## src/rtl/core/kdpc_pkg.sv

```systemverilog
// Shared constants, types and key map for the key debounce and press classifier.
// No dependencies; every module of the block refers to this package by scoped names.
`default_nettype none

package kdpc_pkg;

  localparam int NUM_KEYS       = 6;
  localparam int DEBOUNCE_LIMIT = 4;
  localparam int INV_KEYS       = 6;

  localparam int PORT_W  = 16;
  localparam int HP_W    = 16;
  localparam int LC_W    = 8;
  localparam int SEQ_W   = 32;
  localparam int KEY_W   = 3;
  localparam int KIND_W  = 3;
  localparam int INT_W   = $clog2(DEBOUNCE_LIMIT + 1);
  localparam int SLOTS   = 2 * NUM_KEYS;
  localparam int SLOT_W  = $clog2(SLOTS);
  localparam int CNT_W   = $clog2(NUM_KEYS + 1);
  localparam int ADDR_W  = 4;
  localparam int DATA_W  = 32;

  localparam logic [INT_W-1:0] INT_MAX  = INT_W'(DEBOUNCE_LIMIT);
  localparam logic [INT_W-1:0] INT_INIT = INT_W'(DEBOUNCE_LIMIT / 2);

  localparam logic [HP_W-1:0] HOLD_PERIOD_RST = HP_W'(500);
  localparam logic [LC_W-1:0] LONG_COUNT_RST  = LC_W'(5);
  localparam logic [LC_W-1:0] PERIODS_MAX     = '1;

  localparam logic [3:0] PORT_BIT [16] = '{
    4'd7, 4'd3, 4'd5, 4'd4, 4'd6, 4'd2, 4'd0, 4'd1,
    4'd8, 4'd9, 4'd10, 4'd11, 4'd12, 4'd13, 4'd14, 4'd15
  };

  typedef enum logic [KIND_W-1:0] {
    EV_PRESS   = 3'd0,
    EV_RELEASE = 3'd1,
    EV_SHORT   = 3'd2,
    EV_LONG    = 3'd3,
    EV_REPEAT  = 3'd4
  } ev_kind_e;

  typedef enum logic [1:0] {
    REG_INVERT = 2'd0,
    REG_HOLD   = 2'd1,
    REG_LONG   = 2'd2
  } reg_idx_e;

  typedef struct packed {
    logic             ev0_valid;
    ev_kind_e         ev0_kind;
    logic             ev1_valid;
    logic [SEQ_W-1:0] seq;
  } lane_ev_t;

endpackage

`default_nettype wire

```

## src/rtl/core/kdpc_lane.sv

```systemverilog
// One key lane: integrating debounce, stable state, hold tick and period counters.
// Depends on kdpc_pkg; reports this tick's events to the merge stage as a lane_ev_t.
`default_nettype none

module kdpc_lane (
  input  wire logic                        clk_i,
  input  wire logic                        rst_ni,
  input  wire logic                        tick_i,
  input  wire logic                        level_i,
  input  wire logic [kdpc_pkg::SEQ_W-1:0]  press_seq_i,
  input  wire logic [kdpc_pkg::HP_W-1:0]   hold_period_i,
  input  wire logic [kdpc_pkg::LC_W-1:0]   long_count_i,
  output logic                             press_o,
  output kdpc_pkg::lane_ev_t               ev_o
);

  logic                         stable_q, stable_d;
  logic [kdpc_pkg::INT_W-1:0]   integ_q, integ_d;
  logic [kdpc_pkg::HP_W-1:0]    ticks_q, ticks_d;
  logic [kdpc_pkg::LC_W-1:0]    periods_q, periods_d;
  logic [kdpc_pkg::SEQ_W-1:0]   seq_q, seq_d;

  logic                         settled, change, press, lift, hold, period_end;
  logic [kdpc_pkg::HP_W-1:0]    tick_next;
  logic [kdpc_pkg::LC_W-1:0]    periods_inc;

  always_comb begin
    integ_d = integ_q;
    if (level_i) begin
      if (integ_q < kdpc_pkg::INT_MAX) integ_d = integ_q + 1'b1;
    end else begin
      if (integ_q != '0) integ_d = integ_q - 1'b1;
    end
  end

  assign settled     = (integ_d == '0) || (integ_d == kdpc_pkg::INT_MAX);
  assign change      = settled && (stable_q != level_i);
  assign press       = change && level_i;
  assign lift        = change && !level_i;
  assign hold        = settled && !change && stable_q;
  assign tick_next   = ticks_q + 1'b1;
  assign period_end  = hold && (tick_next == hold_period_i);
  assign periods_inc = (periods_q == kdpc_pkg::PERIODS_MAX) ? periods_q : periods_q + 1'b1;

  assign press_o = press;

  always_comb begin
    ev_o.ev0_valid = 1'b0;
    ev_o.ev0_kind  = kdpc_pkg::EV_PRESS;
    if (press) begin
      ev_o.ev0_valid = 1'b1;
    end else if (lift && (periods_q < long_count_i)) begin
      ev_o.ev0_valid = 1'b1;
      ev_o.ev0_kind  = kdpc_pkg::EV_SHORT;
    end else if (period_end && (periods_q >= long_count_i)) begin
      ev_o.ev0_valid = 1'b1;
      ev_o.ev0_kind  = kdpc_pkg::EV_REPEAT;
    end else if (period_end && (periods_inc == long_count_i)) begin
      ev_o.ev0_valid = 1'b1;
      ev_o.ev0_kind  = kdpc_pkg::EV_LONG;
    end
    ev_o.ev1_valid = lift;
    ev_o.seq       = press ? press_seq_i : seq_q;
  end

  always_comb begin
    stable_d  = stable_q;
    ticks_d   = ticks_q;
    periods_d = periods_q;
    seq_d     = seq_q;
    if (change) begin
      stable_d  = level_i;
      ticks_d   = '0;
      periods_d = '0;
      if (press) seq_d = press_seq_i;
    end else if (hold) begin
      if (period_end) begin
        ticks_d   = '0;
        periods_d = periods_inc;
      end else begin
        ticks_d = tick_next;
      end
    end
  end

  always_ff @(posedge clk_i or negedge rst_ni) begin
    if (!rst_ni) begin
      stable_q  <= 1'b0;
      integ_q   <= kdpc_pkg::INT_INIT;
      ticks_q   <= '0;
      periods_q <= '0;
      seq_q     <= '0;
    end else if (tick_i) begin
      stable_q  <= stable_d;
      integ_q   <= integ_d;
      ticks_q   <= ticks_d;
      periods_q <= periods_d;
      seq_q     <= seq_d;
    end
  end

endmodule

`default_nettype wire

```

## src/rtl/core/kdpc_merge.sv

```systemverilog
// Merge stage: latches the events of all lanes for one tick and sends them out in key order.
// Depends on kdpc_pkg; drives the output register of the result channel.
`default_nettype none

module kdpc_merge (
  input  wire logic                          clk_i,
  input  wire logic                          rst_ni,
  input  wire logic                          load_i,
  input  wire kdpc_pkg::lane_ev_t            ev_i [kdpc_pkg::NUM_KEYS],
  output logic                               busy_o,
  input  wire logic                          out_stall_i,
  output logic                               out_valid_o,
  output logic [kdpc_pkg::KEY_W-1:0]         key_index_o,
  output logic [kdpc_pkg::KIND_W-1:0]        event_kind_o,
  output logic [kdpc_pkg::SEQ_W-1:0]         sequence_number_o,
  output logic                               last_of_tick_o
);

  logic [kdpc_pkg::SLOTS-1:0]    pend_q, pend_d, pend_new, sel_hot;
  kdpc_pkg::ev_kind_e            kind_q [kdpc_pkg::NUM_KEYS];
  logic [kdpc_pkg::SEQ_W-1:0]    seq_q  [kdpc_pkg::NUM_KEYS];
  logic [kdpc_pkg::SLOT_W-1:0]   sel;
  logic                          take, drain;

  logic                          out_valid_q;
  logic [kdpc_pkg::KEY_W-1:0]    key_q;
  logic [kdpc_pkg::KIND_W-1:0]   kind_out_q;
  logic [kdpc_pkg::SEQ_W-1:0]    seq_out_q;
  logic                          last_q;

  always_comb begin
    for (int k = 0; k < kdpc_pkg::NUM_KEYS; k++) begin
      pend_new[2*k]   = ev_i[k].ev0_valid;
      pend_new[2*k+1] = ev_i[k].ev1_valid;
    end
  end

  always_comb begin
    sel = '0;
    for (int j = kdpc_pkg::SLOTS - 1; j >= 0; j--) begin
      if (pend_q[j]) sel = kdpc_pkg::SLOT_W'(j);
    end
  end

  assign sel_hot = kdpc_pkg::SLOTS'(1) << sel;
  assign take    = !out_valid_q || !out_stall_i;
  assign drain   = take && (pend_q != '0);
  assign busy_o  = (pend_q != '0);

  always_comb begin
    pend_d = pend_q;
    if (load_i) pend_d = pend_new;
    else if (drain) pend_d = pend_q & ~sel_hot;
  end

  always_ff @(posedge clk_i or negedge rst_ni) begin
    if (!rst_ni) begin
      pend_q      <= '0;
      out_valid_q <= 1'b0;
    end else begin
      pend_q <= pend_d;
      if (take) out_valid_q <= drain;
    end
  end

  always_ff @(posedge clk_i) begin
    if (load_i) begin
      for (int k = 0; k < kdpc_pkg::NUM_KEYS; k++) begin
        kind_q[k] <= ev_i[k].ev0_kind;
        seq_q[k]  <= ev_i[k].seq;
      end
    end
    if (drain) begin
      key_q      <= kdpc_pkg::KEY_W'(sel >> 1);
      kind_out_q <= sel[0] ? kdpc_pkg::EV_RELEASE : kind_q[sel[kdpc_pkg::SLOT_W-1:1]];
      seq_out_q  <= seq_q[sel[kdpc_pkg::SLOT_W-1:1]];
      last_q     <= ((pend_q & ~sel_hot) == '0);
    end
  end

  assign out_valid_o       = out_valid_q;
  assign key_index_o       = key_q;
  assign event_kind_o      = kind_out_q;
  assign sequence_number_o = seq_out_q;
  assign last_of_tick_o    = last_q;

  a_load_when_empty : assert property (@(posedge clk_i) disable iff (!rst_ni)
    load_i |-> (pend_q == '0))
    else $error("tick loaded while events still pending");

  a_no_new_pending : assert property (@(posedge clk_i) disable iff (!rst_ni)
    !load_i |=> ((pend_q & ~$past(pend_q)) == '0))
    else $error("pending slot appeared without a load");

  a_last_marks_end : assert property (@(posedge clk_i) disable iff (!rst_ni)
    (drain && (pend_d == '0)) |=> (out_valid_o && last_of_tick_o))
    else $error("final word of a tick not marked last");

  a_drain_one : assert property (@(posedge clk_i) disable iff (!rst_ni)
    drain |=> ($countones(pend_q) == $countones($past(pend_q)) - 1))
    else $error("drain did not retire exactly one slot");

endmodule

`default_nettype wire

```

## src/rtl/core/key_debounce_press_classifier_top.sv

```systemverilog
// Top level of the key debounce and press classifier: config registers, port hold, lanes.
// Depends on kdpc_pkg, kdpc_lane and kdpc_merge.
`default_nettype none

// Channel  | handshake                   | payload
// in       | in_valid_i / in_stall_o     | port_bits_i, read_ok_i
// out      | out_valid_o / out_stall_i   | key_index_o, event_kind_o, sequence_number_o,
//          |                             | last_of_tick_o
// config   | psel, penable, pwrite, pready | paddr, pwdata, prdata
//
// All key lanes update in the cycle a tick is accepted; the merge stage then sends one
// word per cycle while the output is not stalled; a tick with events carries 1 to 12 words.
// A new tick is taken in the cycle after the previous tick's last word has entered the
// output register; a tick without events leaves the block ready in the next cycle.
// Reset is asynchronous: lanes released with integrators at the midpoint, no clearing pass.
// A stall on the output holds the output register and, while words are pending, the input.

module key_debounce_press_classifier_top (
  input  wire logic                              clk_i,
  input  wire logic                              rst_ni,
  input  wire logic                              in_valid_i,
  output logic                                   in_stall_o,
  input  wire logic [kdpc_pkg::PORT_W-1:0]       port_bits_i,
  input  wire logic                              read_ok_i,
  output logic                                   out_valid_o,
  input  wire logic                              out_stall_i,
  output logic [kdpc_pkg::KEY_W-1:0]             key_index_o,
  output logic [kdpc_pkg::KIND_W-1:0]            event_kind_o,
  output logic [kdpc_pkg::SEQ_W-1:0]             sequence_number_o,
  output logic                                   last_of_tick_o,
  input  wire logic                              psel,
  input  wire logic                              penable,
  input  wire logic                              pwrite,
  input  wire logic [kdpc_pkg::ADDR_W-1:0]       paddr,
  input  wire logic [kdpc_pkg::DATA_W-1:0]       pwdata,
  output logic [kdpc_pkg::DATA_W-1:0]            prdata,
  output logic                                   pready
);

  logic [kdpc_pkg::INV_KEYS-1:0]  invert_q;
  logic [kdpc_pkg::HP_W-1:0]      hold_period_q;
  logic [kdpc_pkg::LC_W-1:0]      long_count_q;
  logic [kdpc_pkg::PORT_W-1:0]    held_q, held_d;
  logic [kdpc_pkg::SEQ_W-1:0]     next_seq_q, next_seq_d;

  logic                           accept, cfg_we, busy;
  kdpc_pkg::reg_idx_e             reg_idx;
  logic [kdpc_pkg::NUM_KEYS-1:0]  level, press;
  logic [kdpc_pkg::CNT_W-1:0]     prefix [kdpc_pkg::NUM_KEYS+1];
  logic [kdpc_pkg::SEQ_W-1:0]     press_seq [kdpc_pkg::NUM_KEYS];
  kdpc_pkg::lane_ev_t             lane_ev [kdpc_pkg::NUM_KEYS];

  assign pready     = 1'b1;
  assign cfg_we     = psel && penable && pwrite && pready;
  assign reg_idx    = kdpc_pkg::reg_idx_e'(paddr[3:2]);
  assign in_stall_o = busy;
  assign accept     = in_valid_i && !in_stall_o;
  assign held_d     = read_ok_i ? port_bits_i : held_q;

  always_ff @(posedge clk_i or negedge rst_ni) begin
    if (!rst_ni) begin
      invert_q      <= '0;
      hold_period_q <= kdpc_pkg::HOLD_PERIOD_RST;
      long_count_q  <= kdpc_pkg::LONG_COUNT_RST;
    end else if (cfg_we) begin
      case (reg_idx)
        kdpc_pkg::REG_INVERT: invert_q      <= pwdata[kdpc_pkg::INV_KEYS-1:0];
        kdpc_pkg::REG_HOLD:   hold_period_q <= pwdata[kdpc_pkg::HP_W-1:0];
        kdpc_pkg::REG_LONG:   long_count_q  <= pwdata[kdpc_pkg::LC_W-1:0];
        default: ;
      endcase
    end
  end

  always_comb begin
    case (reg_idx)
      kdpc_pkg::REG_INVERT: prdata = kdpc_pkg::DATA_W'(invert_q);
      kdpc_pkg::REG_HOLD:   prdata = kdpc_pkg::DATA_W'(hold_period_q);
      kdpc_pkg::REG_LONG:   prdata = kdpc_pkg::DATA_W'(long_count_q);
      default:              prdata = '0;
    endcase
  end

  always_comb begin
    prefix[0] = '0;
    for (int k = 0; k < kdpc_pkg::NUM_KEYS; k++) begin
      prefix[k+1]  = prefix[k] + kdpc_pkg::CNT_W'(press[k]);
      press_seq[k] = next_seq_q + kdpc_pkg::SEQ_W'(prefix[k]);
    end
  end

  assign next_seq_d = next_seq_q + kdpc_pkg::SEQ_W'(prefix[kdpc_pkg::NUM_KEYS]);

  always_ff @(posedge clk_i or negedge rst_ni) begin
    if (!rst_ni) begin
      held_q     <= '0;
      next_seq_q <= kdpc_pkg::SEQ_W'(1);
    end else if (accept) begin
      held_q     <= held_d;
      next_seq_q <= next_seq_d;
    end
  end

  for (genvar k = 0; k < kdpc_pkg::NUM_KEYS; k++) begin : g_lane
    if (k < kdpc_pkg::INV_KEYS) begin : g_inv
      assign level[k] = held_d[kdpc_pkg::PORT_BIT[k]] ^ invert_q[k];
    end else begin : g_plain
      assign level[k] = held_d[kdpc_pkg::PORT_BIT[k]];
    end

    kdpc_lane u_lane (
      .clk_i         (clk_i),
      .rst_ni        (rst_ni),
      .tick_i        (accept),
      .level_i       (level[k]),
      .press_seq_i   (press_seq[k]),
      .hold_period_i (hold_period_q),
      .long_count_i  (long_count_q),
      .press_o       (press[k]),
      .ev_o          (lane_ev[k])
    );
  end

  kdpc_merge u_merge (
    .clk_i             (clk_i),
    .rst_ni            (rst_ni),
    .load_i            (accept),
    .ev_i              (lane_ev),
    .busy_o            (busy),
    .out_stall_i       (out_stall_i),
    .out_valid_o       (out_valid_o),
    .key_index_o       (key_index_o),
    .event_kind_o      (event_kind_o),
    .sequence_number_o (sequence_number_o),
    .last_of_tick_o    (last_of_tick_o)
  );

  a_seq_advance : assert property (@(posedge clk_i) disable iff (!rst_ni)
    !accept |=> (next_seq_q == $past(next_seq_q)))
    else $error("sequence counter moved without a tick");

  a_held_on_fail : assert property (@(posedge clk_i) disable iff (!rst_ni)
    (accept && !read_ok_i) |=> (held_q == $past(held_q)))
    else $error("held port changed on a failed read");

  a_press_count : assert property (@(posedge clk_i) disable iff (!rst_ni)
    accept |=> (next_seq_q == $past(next_seq_q) + kdpc_pkg::SEQ_W'($countones($past(press)))))
    else $error("sequence counter does not match press count");

endmodule

`default_nettype wire

```

## config.mk

```make
export PLATFORM = sky130hd
export DESIGN_NAME = key_debounce_press_classifier_top
export DESIGN_NICKNAME = d
export VERILOG_FILES = /design/src/rtl/core/kdpc_pkg.sv /design/src/rtl/core/kdpc_lane.sv /design/src/rtl/core/kdpc_merge.sv /design/src/rtl/core/key_debounce_press_classifier_top.sv
export SDC_FILE = /design/constraint.sdc
export NUM_CORES = 2
export LEC_CHECK = 0
export BUFFER_PORTS_ARGS = -buffer_cell sky130_fd_sc_hd__buf_4
export CAP_MARGIN = 20
export CORE_UTILIZATION = 37
export CTS_CLUSTER_DIAMETER = 40
export CTS_CLUSTER_SIZE = 10
export DETAILED_ROUTE_END_ITERATION = 6
export PLACE_DENSITY = 0.61
export SLEW_MARGIN = 20
export SYNTH_ARGS = -nofsm -noshare
export SYNTH_HDL_FRONTEND = slang
export SYNTH_SLANG_ARGS = --single-unit
```

## constraint.sdc

```tcl
create_clock -name clk_i -period 11.4 [get_ports clk_i]
set_input_delay 0 -clock clk_i [delete_from_list [all_inputs] [get_ports clk_i]]
set_output_delay 0 -clock clk_i [all_outputs]
set_load 0.01 [all_outputs]
```

==> run_results.csv <==
group,metric,value,unit
setup_path,timing.rr.start,"held_q[7]$_DFFE_PN0P_",
drt,viasPerCell,5.59,
cells_and_area,area_growth,15.4,%
setup_path,ff2ff_path_depth,24,
setup_path,slowest_delay,0.61,ns
synthesis,synthFlopType,"dfrtp_1",
min_path,hold_class,"input port to flip-flop",
setup_path,crit_slowest_cell,"buf_4",
cts,clock_sinks,690,
setup_path,rrSetupSlack,4.41,ns
timing,maxSlewHeadroom,0.279,
cts,numCtsBuffers,112,
timing,tns,0,ns
setup_path,worstPathMaxFanout,34,
synthesis,syn_avg_cell_area,9.81,um^2
floorplanning,io_pins,134,
grt,grt_pass1_vias,31300,
synthesis,synthCells,4246,
placement,numPortBuffers,88,
timing,fin_crit_sh,0.613,
grt,grt_pass1_wl,190000,um
setup_path,crit_path_start_kind,"flip-flop",
synthesis,async_flop_share,0.639,
setup_path,arrival,7.57,ns
drt,drtIter0Drc,2949,
cts,cts_root_buffer,"clkbuf_16",
cts,cts_tree,"yes",
power_and_ir_drop,total_power,0.0125,W
timing,setup-violations-final,0,
cells_and_area,drive_above_1_share,0.153,
timing,fin_skew,0.0499,ns
drt,drtPass1Iterations,6,
synthesis,synth_seq_cells,690,
min_path,hp-start,"pwrite",
grt,grt-ovfl-total,0,
timing,timing.final.crit_period,6.99,ns
timing,hold_viol,0,
timing,tightest_slew,1.08,ns
min_path,hold_depth,4,
synthesis,synth-seq-area-share,0.445,
grt,grt_max_degree,159,
drt,wl_per_cell,21.0,um
floorplanning,fp.dieW,338,um
setup_path,r2r-end,"next_seq_q[23]$_DFFE_PN0P_",
cts,path_clk_slew,0.05,ns
cts,h-tree-depth,3,
floorplanning,row_count,122,
drt,postRouteAntennaNets,0,
setup_path,cp_cell_sequence,"mux2i_4 > xor2_4 > buf_4 > mux2i_1 > o22ai_2 > nand2_1 > buf_4 > nor2_4 > buf_4 > xor2_1 > ha_1 > ha_1 > fa_1 > ha_1 > ha_1 > xor2_1 > ha_1 > nor2b_1 > o21ai_1 > nor2_1 > nand2_1 > nor2_1 > nand2_1 > xnor2_1",
grt,grt.total_usage,0.215,
floorplanning,start_util,0.375,
drt,vias,32700,
power_and_ir_drop,power_density,259,nW/um^2
setup_path,end_kind,"flip-flop",
placement,dp_hpwl,78000,um
power_and_ir_drop,irDropWorstVdd,0.274,mV
floorplanning,dieArea,114000,um^2
timing,hold-worst-slack,0.0357,ns
floorplanning,core_area,111000,um^2
cells_and_area,nFillCells,10600,
placement,place_congestion,0.903,
setup_path,path_buf_inv,3,
timing,slew_viol_final,0,
floorplanning,die_h,338,um
synthesis,synth_cell_types,109,
synthesis,yosysWarnings,0,
synthesis,syn_area,41700,um^2
setup_path,cpMostUsedCell,"ha_1",
grt,antenna_found_initial,0,
cts,clockBufferDepth,3,
min_path,hold_end,"invert_q[5]$_DFFE_PN0P_",
timing,max_freq,143,MHz
cts,clk_latency,0.73,ns
job,maxCapViolCount,0,
power_and_ir_drop,p_leak,19.5,nW
synthesis,synth-edff-count,249,
outcome,status,"finished, final reports clean",
cts,cts_resized,0,
cts,post-cts-setup-buffers,0,
setup_path,critPathKind,"flip-flop to flip-flop",
cells_and_area,final_nets,4427,
timing,rsz0062_at_grt,"no",
setup_path,critPathRequiredTime,11.97,ns
setup_path,crit_family,"adder cells",
drt,drc,0,
drt,wl,123000,um
logic make-up after synthesis:
group	Yosys count	share of synthesized area
AND/OR/NAND/NOR	1506	0.178
AO/OA/AOI/OAI	796	0.122
flip-flops	690	0.445
multiplexers	385	0.101
buffers and inverters	380	0.0386
XOR/XNOR	379	0.0818
adder cells (fa/ha/maj)	108	0.0335
other	2	0.000180
layer usage:
layer | track usage | vias up | wire (um)
met5 | 0 | - | 0
met4 | 0.0696 | 0 | 3330
met3 | 0.0339 | 222 | 7560
met2 | 0.338 | 1009 | 56200
met1 | 0.302 | 16100 | 55800
li1 | - | 15300 | -
worst register-to-register path, stage by stage (launching register included):
cell,delay [ns]
dfrtp_1,0.41
mux2i_4,0.27
xor2_4,0.15
buf_4,0.30
mux2i_1,0.19
o22ai_2,0.24
nand2_1,0.17
buf_4,0.25
nor2_4,0.10
buf_4,0.61
xor2_1,0.30
ha_1,0.30
ha_1,0.20
fa_1,0.52
ha_1,0.38
ha_1,0.23
xor2_1,0.18
ha_1,0.34
nor2b_1,0.15
o21ai_1,0.20
nor2_1,0.41
nand2_1,0.24
nor2_1,0.43
nand2_1,0.13
xnor2_1,0.15
sequential cells by signal (all words and copies together) (netlist names):
signal and flops:
g_lane.u_lane.seq_q 192, u_merge.seq_q 192, g_lane.u_lane.ticks_q 96, g_lane.u_lane.periods_q 48, next_seq_q 32, u_merge.sequence_number_o 32, g_lane.u_lane.integ_q 18, u_merge.kind_q 18
hold_period_q 16, u_merge.pend_q 12, long_count_q 8, g_lane.u_lane.stable_q 6, held_q 6, invert_q 6, u_merge.event_kind_o 3, u_merge.key_index_o 3
u_merge.last_of_tick_o 1, u_merge.out_valid_o 1
synth_stat cells (all sizes together) (42+ instances only):
| library cell | count | area, um^2 |
|---|---|---|
| edfxtp | 249 | 7480 |
| nand2 | 544 | 2040 |
| nand3 | 169 | 856 |
| mux2i | 146 | 1530 |
| nor2b | 42 | 263 |
| nor2 | 275 | 1060 |
| inv | 74 | 278 |
| buf | 117 | 616 |
| clkbuf | 187 | 706 |
| nand4 | 70 | 438 |
| dfrtp | 426 | 10700 |
| and3 | 57 | 357 |
| a22o | 48 | 420 |
| ha | 101 | 1260 |
| mux2 | 239 | 2690 |
| xor2 | 129 | 1160 |
| a21oi | 134 | 671 |
| o21ai | 316 | 1580 |
| xnor2 | 250 | 2250 |
| nor3 | 106 | 576 |
report_power, final:
group | internal (W) | switching, W | leakage, nW | total (W)
registers | 0.00329 | 0.000476 | 8.16 | 0.00376
logic | 0.00172 | 0.00331 | 9.34 | 0.00503
clock network | 0.00234 | 0.00132 | 1.96 | 0.00367
total | 0.00735 | 0.00511 | 19.5 | 0.0125
metrics by stage:
stage	instances	setup WS (ns)	utilization	cell area (um^2)
6_report	5847	4.41	0.432	48000
5_1_grt	5846	4.06	0.432	48000
4_1_cts	5846	4.46	0.432	48000
3_5_place_dp	5582	4.51	0.391	43400
3_3_place_gp	5582	4.65	0.391	43400
2_1_floorplan	4261	2.85	-	41700
area by class of cell:
type                            instances  area [um^2]  share of cell area
Tap cell                             1488         1860              0.0388
Timing Repair Buffer                  189         1600              0.0333
Inverter                               76          293             0.00609
Clock buffer                          143         3010              0.0626
Sequential cell                       690        18500               0.386
Clock inverter                         69         1070              0.0222
Multi-Input combinational cell       3191        21700               0.451
Antenna cell                            1         2.50           0.0000521
cells in the final DEF, fill, tap and decap left out, types with 17 or more instances in the layout:
| master | synthesis | layout |
|---|---|---|
| conb_1 | 2 | 17 |
| clkbuf_16 | 0 | 112 |
| nand2b_1 | 26 | 25 |
| or4_1 | 21 | 21 |
| nand2_1 | 544 | 541 |
| edfxtp_1 | 249 | 249 |
| xor2_1 | 127 | 127 |
| mux2_2 | 231 | 231 |
| o31ai_1 | 24 | 24 |
| dfrtp_1 | 426 | 426 |
| and3_1 | 57 | 57 |
| a21o_1 | 34 | 34 |
| inv_1 | 72 | 71 |
| nor2b_1 | 42 | 42 |
| ha_1 | 101 | 101 |
| a22o_1 | 48 | 48 |
| or2_2 | 17 | 17 |
| nor2_1 | 272 | 271 |
| nor3_1 | 97 | 96 |
| nand4_1 | 70 | 70 |
| o21ai_0 | 304 | 304 |
| bufinv_16 | 0 | 20 |
| a31oi_1 | 24 | 23 |
| a21oi_1 | 134 | 133 |
| nand3_1 | 167 | 163 |
| xnor2_1 | 245 | 245 |
| and2_1 | 21 | 21 |
| or3_1 | 39 | 39 |
| dlygate4sd3_1 | 0 | 51 |
| o211ai_1 | 39 | 39 |
| nor4_1 | 29 | 29 |
| mux2i_1 | 140 | 140 |
| buf_4 | 20 | 134 |
| clkbuf_1 | 184 | 22 |
worst max path at each step:
stage | cells past startpoint | slack (ns) | endpoint | from
2_1_floorplan | 8 | 2.85 | g_lane[0].u_lane.periods_q[6]$_DFFE_PN0P_ | u_merge.pend_q[2]$_DFFE_PN0P_
3_3_place_gp | 23 | 4.65 | g_lane[5].u_lane.seq_q[16]$_DFFE_PN0P_ | held_q[7]$_DFFE_PN0P_
3_5_place_dp | 24 | 4.51 | next_seq_q[23]$_DFFE_PN0P_ | held_q[7]$_DFFE_PN0P_
4_1_cts | 24 | 4.46 | next_seq_q[23]$_DFFE_PN0P_ | held_q[7]$_DFFE_PN0P_
5_1_grt | 24 | 4.06 | next_seq_q[23]$_DFFE_PN0P_ | held_q[7]$_DFFE_PN0P_
6_report | 24 | 4.41 | next_seq_q[23]$_DFFE_PN0P_ | held_q[7]$_DFFE_PN0P_
what timing repair did:
action / in CTS / in global routing
hold endpoints to repair: 124 / 0
setup endpoints to repair: 0 / 0
hold buffers: 52 / 0
Power figures use the tool's default switching activity.
